[src/design/bpa_ram.sv]
`default_nettype none

// Simple dual-port RAM: one write port, one read port with registered data.
module bpa_ram #(
   parameter int WIDTH = 8,
   parameter int DEPTH = 16
) (
   input  wire logic                     clock,
   input  wire logic                     wr_en,
   input  wire logic [$clog2(DEPTH)-1:0] wr_addr,
   input  wire logic [WIDTH-1:0]         wr_data,
   input  wire logic                     rd_en,
   input  wire logic [$clog2(DEPTH)-1:0] rd_addr,
   output logic      [WIDTH-1:0]         rd_data
);

   logic [WIDTH-1:0] mem_ff [DEPTH];
   logic [WIDTH-1:0] rd_data_ff;

   // Write port.
   always_ff @(posedge clock) begin
      if (wr_en) begin
         mem_ff[wr_addr] <= wr_data;
      end
   end

   // Read port, data available the cycle after the address.
   always_ff @(posedge clock) begin
      if (rd_en) begin
         rd_data_ff <= mem_ff[rd_addr];
      end
   end

   assign rd_data = rd_data_ff;

endmodule

`default_nettype wire

[config.mk]
export PLATFORM = sky130hd
export DESIGN_NAME = bpa_ram
export DESIGN_NICKNAME = d
export VERILOG_FILES = /design/src/design/bpa_ram.sv
export SDC_FILE = /design/constraint.sdc
export NUM_CORES = 1
export LEC_CHECK = 0
export ABC_AREA = 0
export CAP_MARGIN = 40
export CORE_MARGIN = 2
export CORE_UTILIZATION = 42
export CTS_CLUSTER_DIAMETER = 200
export DETAILED_ROUTE_END_ITERATION = 8
export DONT_BUFFER_PORTS = 1
export REMOVE_ABC_BUFFERS = 1
export SETUP_SLACK_MARGIN = 0.05
export SYNTH_ARGS = -nofsm -noshare
export SYNTH_HDL_FRONTEND = slang
export SYNTH_SLANG_ARGS = --single-unit
export TNS_END_PERCENT = 20
[constraint.sdc]
create_clock -name clock -period 2.2 [get_ports clock]
set_input_delay 0.33 -clock clock [delete_from_list [all_inputs] [get_ports clock]]
set_output_delay 0.33 -clock clock [all_outputs]
set_load 0.01 [all_outputs]
==> results_dict.tcl <==
set metrics [dict create \
    period_needed_ns 1.48 \
    die_y_um 116 \
    syn2layout_area_growth_pct 19.0 \
    postRouteWirelength_mm 10.8 \
    hold_viol_final 0 \
    wl_per_cell_um 23.7 \
    fin_total_pwr_uw 5690 \
    via_per_inst 5.43 \
    cp.required_ns 2.36 \
    dp_hpwl_mm 5.94 \
    setup_tns_ns 0 \
    rsz0062_at_grt "no" \
    hp-class "input pin to flip-flop" \
    finalCritPeriodShare 0.674 \
    coreArea_mm2 0.0121 \
    crit_type "flip-flop to flip-flop" \
    post_dp_cell_area_mm2 0.00548 \
    synth_compound_area_frac 0.0230 \
    cts_resized 0 \
    skew_ns 0.00733 \
    fmaxAchievable_ghz 0.675 \
    power.leakage_uw 0.00204 \
    fin_nets 296 \
    holdPathStages 0 \
    grt_first_pass_wirelength_mm 16.0 \
    fill_cells 959 \
    setup_viol 0 \
    synthMuxAreaShare 0.148 \
    critical_path.cell_chain "mux4_1 > a22oi_1 > nand2_1" \
    ir_drop_mv 0.579 \
    r2r_cells 3 \
    min_to "rd_data[7]$_DFFE_PP_" \
    cts_buffers 17 \
    antenna_left 0 \
    rows 40 \
    globalplace.congestion 0.711 \
    drc 0 \
    crit_path_max_incr_delay_ns 0.51 \
    status "complete, no violations" \
    port_buffers 0 \
    antenna_found_initial 0 \
    start_kind "flip-flop" \
    end_kind "flip-flop" \
    firstDrtPassIters 4 \
    die_area_mm2 0.0134 \
    syn_area_mm2 0.00523 \
    drive_above_1_share 0.208 \
    synth_top_area_cell "edfxtp_1" \
    critPathMaxFanout 1 \
    r2r_slack_ns 0.72 \
    pin_count 27 \
    hold-worst-slack_ns 0.0269 \
    syn_area_per_cell_um2 22.8 \
    num_vias 2481 \
    cts.reportedPaths.clkPinSlew_ns 0.05 \
    gr-total-overflow 0 \
    synth_xor_area_frac 0 \
    drv_cap 0 \
    synthSimpleGateAreaFrac 0.0314 \
    grt_pass1_vias 2564 \
    cts_num_sinks 136 \
    slew_headroom 0.533 \
    cts_tree "yes" \
    cp_num_buf_inv 0 \
    critPathSlowestCell "mux4_1" \
    track_usage 0.178 \
    grt_max_degree 33 \
    tightest_slew_ns 0.697 \
    cts_max_level 4 \
    synthAdderAreaFrac 0 \
    crit_family "multiplexers" \
    synth_top_family_by_area "multiplexers" \
    cp.arrival_ns 1.64 \
    power_density_mw_per_mm2 915 \
    fp.dieW_um 116 \
    fin_util 0.516 \
    drtIter0Drc 196 \
    insertion_delay_ns 0.41 \
    yosysUniqueCellTypes 18 \
    synth_warnings 0 \
    root_buffer "clkbuf_16" \
    slew_violations 0 \
    r2r_start "mem_ff[1][0]$_DFFE_PP_" \
    ys_ff_latch 136 \
    clockBufferDepth 2 \
    hold_start "rd_en" \
    synth_top_area_frac 0.781 \
    yosysSeqAreaShare 0.781 \
    syn_inst 229 \
    final_area_mm2 0.00622 \
    n_antenna_cell 0 \
    r2r_end "rd_data[0]$_DFFE_PP_" \
    start_util 0.433 \
    synthTopCellsByArea "edfxtp_1 78%, mux4_2 7.8%, mux4_1 7.0%" \
]
==> cells by family (layout without fill, tap and decap cells) <==
kind of cell | after synthesis | after routing
flip-flops | 136 | 136
AND/OR/NAND/NOR | 35 | 35
multiplexers | 32 | 32
AO/OA/AOI/OAI | 16 | 16
buffers and inverters | 10 | 70
==> where the power goes <==
group	internal (uW)	leakage, uW	switching [uW]	total [uW]
logic	115	0.000553	109	224
clock network	1520	0.000250	1000	2520
registers	2920	0.00124	24.4	2950
==> worst max path at each step <==
stage                             end                   start  cells after the start
2_1_floorplan  mem_ff[0][0]$_DFFE_PP_              wr_addr[2]                      2
3_3_place_gp   mem_ff[0][7]$_DFFE_PP_              wr_addr[2]                      3
3_5_place_dp   mem_ff[0][4]$_DFFE_PP_              wr_addr[2]                      3
4_1_cts          rd_data[4]$_DFFE_PP_  mem_ff[0][4]$_DFFE_PP_                      3
5_1_grt          rd_data[1]$_DFFE_PP_  mem_ff[9][1]$_DFFE_PP_                      3
6_report         rd_data[0]$_DFFE_PP_  mem_ff[1][0]$_DFFE_PP_                      3
==> registers in the layout, summed over array words and instances, names as in the netlist <==
register	cells
rd_data	8
mem_ff	128
==> cell type report <==
class	instances	area, um^2	share of cell area
Sequential cell	136	4080	0.657
Multi-Input combinational cell	83	1060	0.170
Clock buffer	20	437	0.0702
Timing Repair Buffer	39	348	0.0559
Tap cell	168	210	0.0338
Clock inverter	11	83.8	0.0135
==> timing repair <==
item,4_1_cts,5_1_grt
buffers inserted,0,0
hold buffers,15,7
endpoints found under the hold margin,66,38
==> through the flow <==
step           setup WS (ns)  cells
2_1_floorplan          0.377    219
5_1_grt                0.640    457
3_3_place_gp           0.701    404
3_5_place_dp           0.659    404
4_1_cts                0.705    450
6_report               0.718    457
==> cell usage after synthesis (all sizes together) <==
| cell | number |
|---|---|
| a22oi | 16 |
| and2 | 1 |
| and2b | 1 |
| buf | 7 |
| clkdlybuf4s25 | 3 |
| edfxtp | 136 |
| mux4 | 32 |
| nand2 | 9 |
| nand2b | 2 |
| nand3 | 1 |
| nand3b | 2 |
| nor2 | 13 |
| nor2b | 1 |
| nor3 | 4 |
| or3b | 1 |
==> cells in the final DEF, fill, tap and decap left out, types with 2 or more instances in the layout <==
cell / n
mux4_1: 14
dlygate4sd3_1: 22
nor3_1: 4
clkbuf_1: 3
nand2b_1: 2
edfxtp_1: 136
clkinv_1: 4
a22oi_1: 16
mux4_2: 18
nor2_1: 13
clkbuf_16: 17
clkinvlp_4: 2
buf_4: 17
nand3b_1: 2
clkinv_2: 3
nand2_1: 9
==> layer usage <==
layer  wire length, um  up-vias  track usage
li1                  -     1072            -
met1              4660     1293        0.244
met2              5250      103        0.272
met3               781       13       0.0528
met4               155        0       0.0643
met5                 0        -            0
No activity file was read; power rests on OpenSTA's default activity.
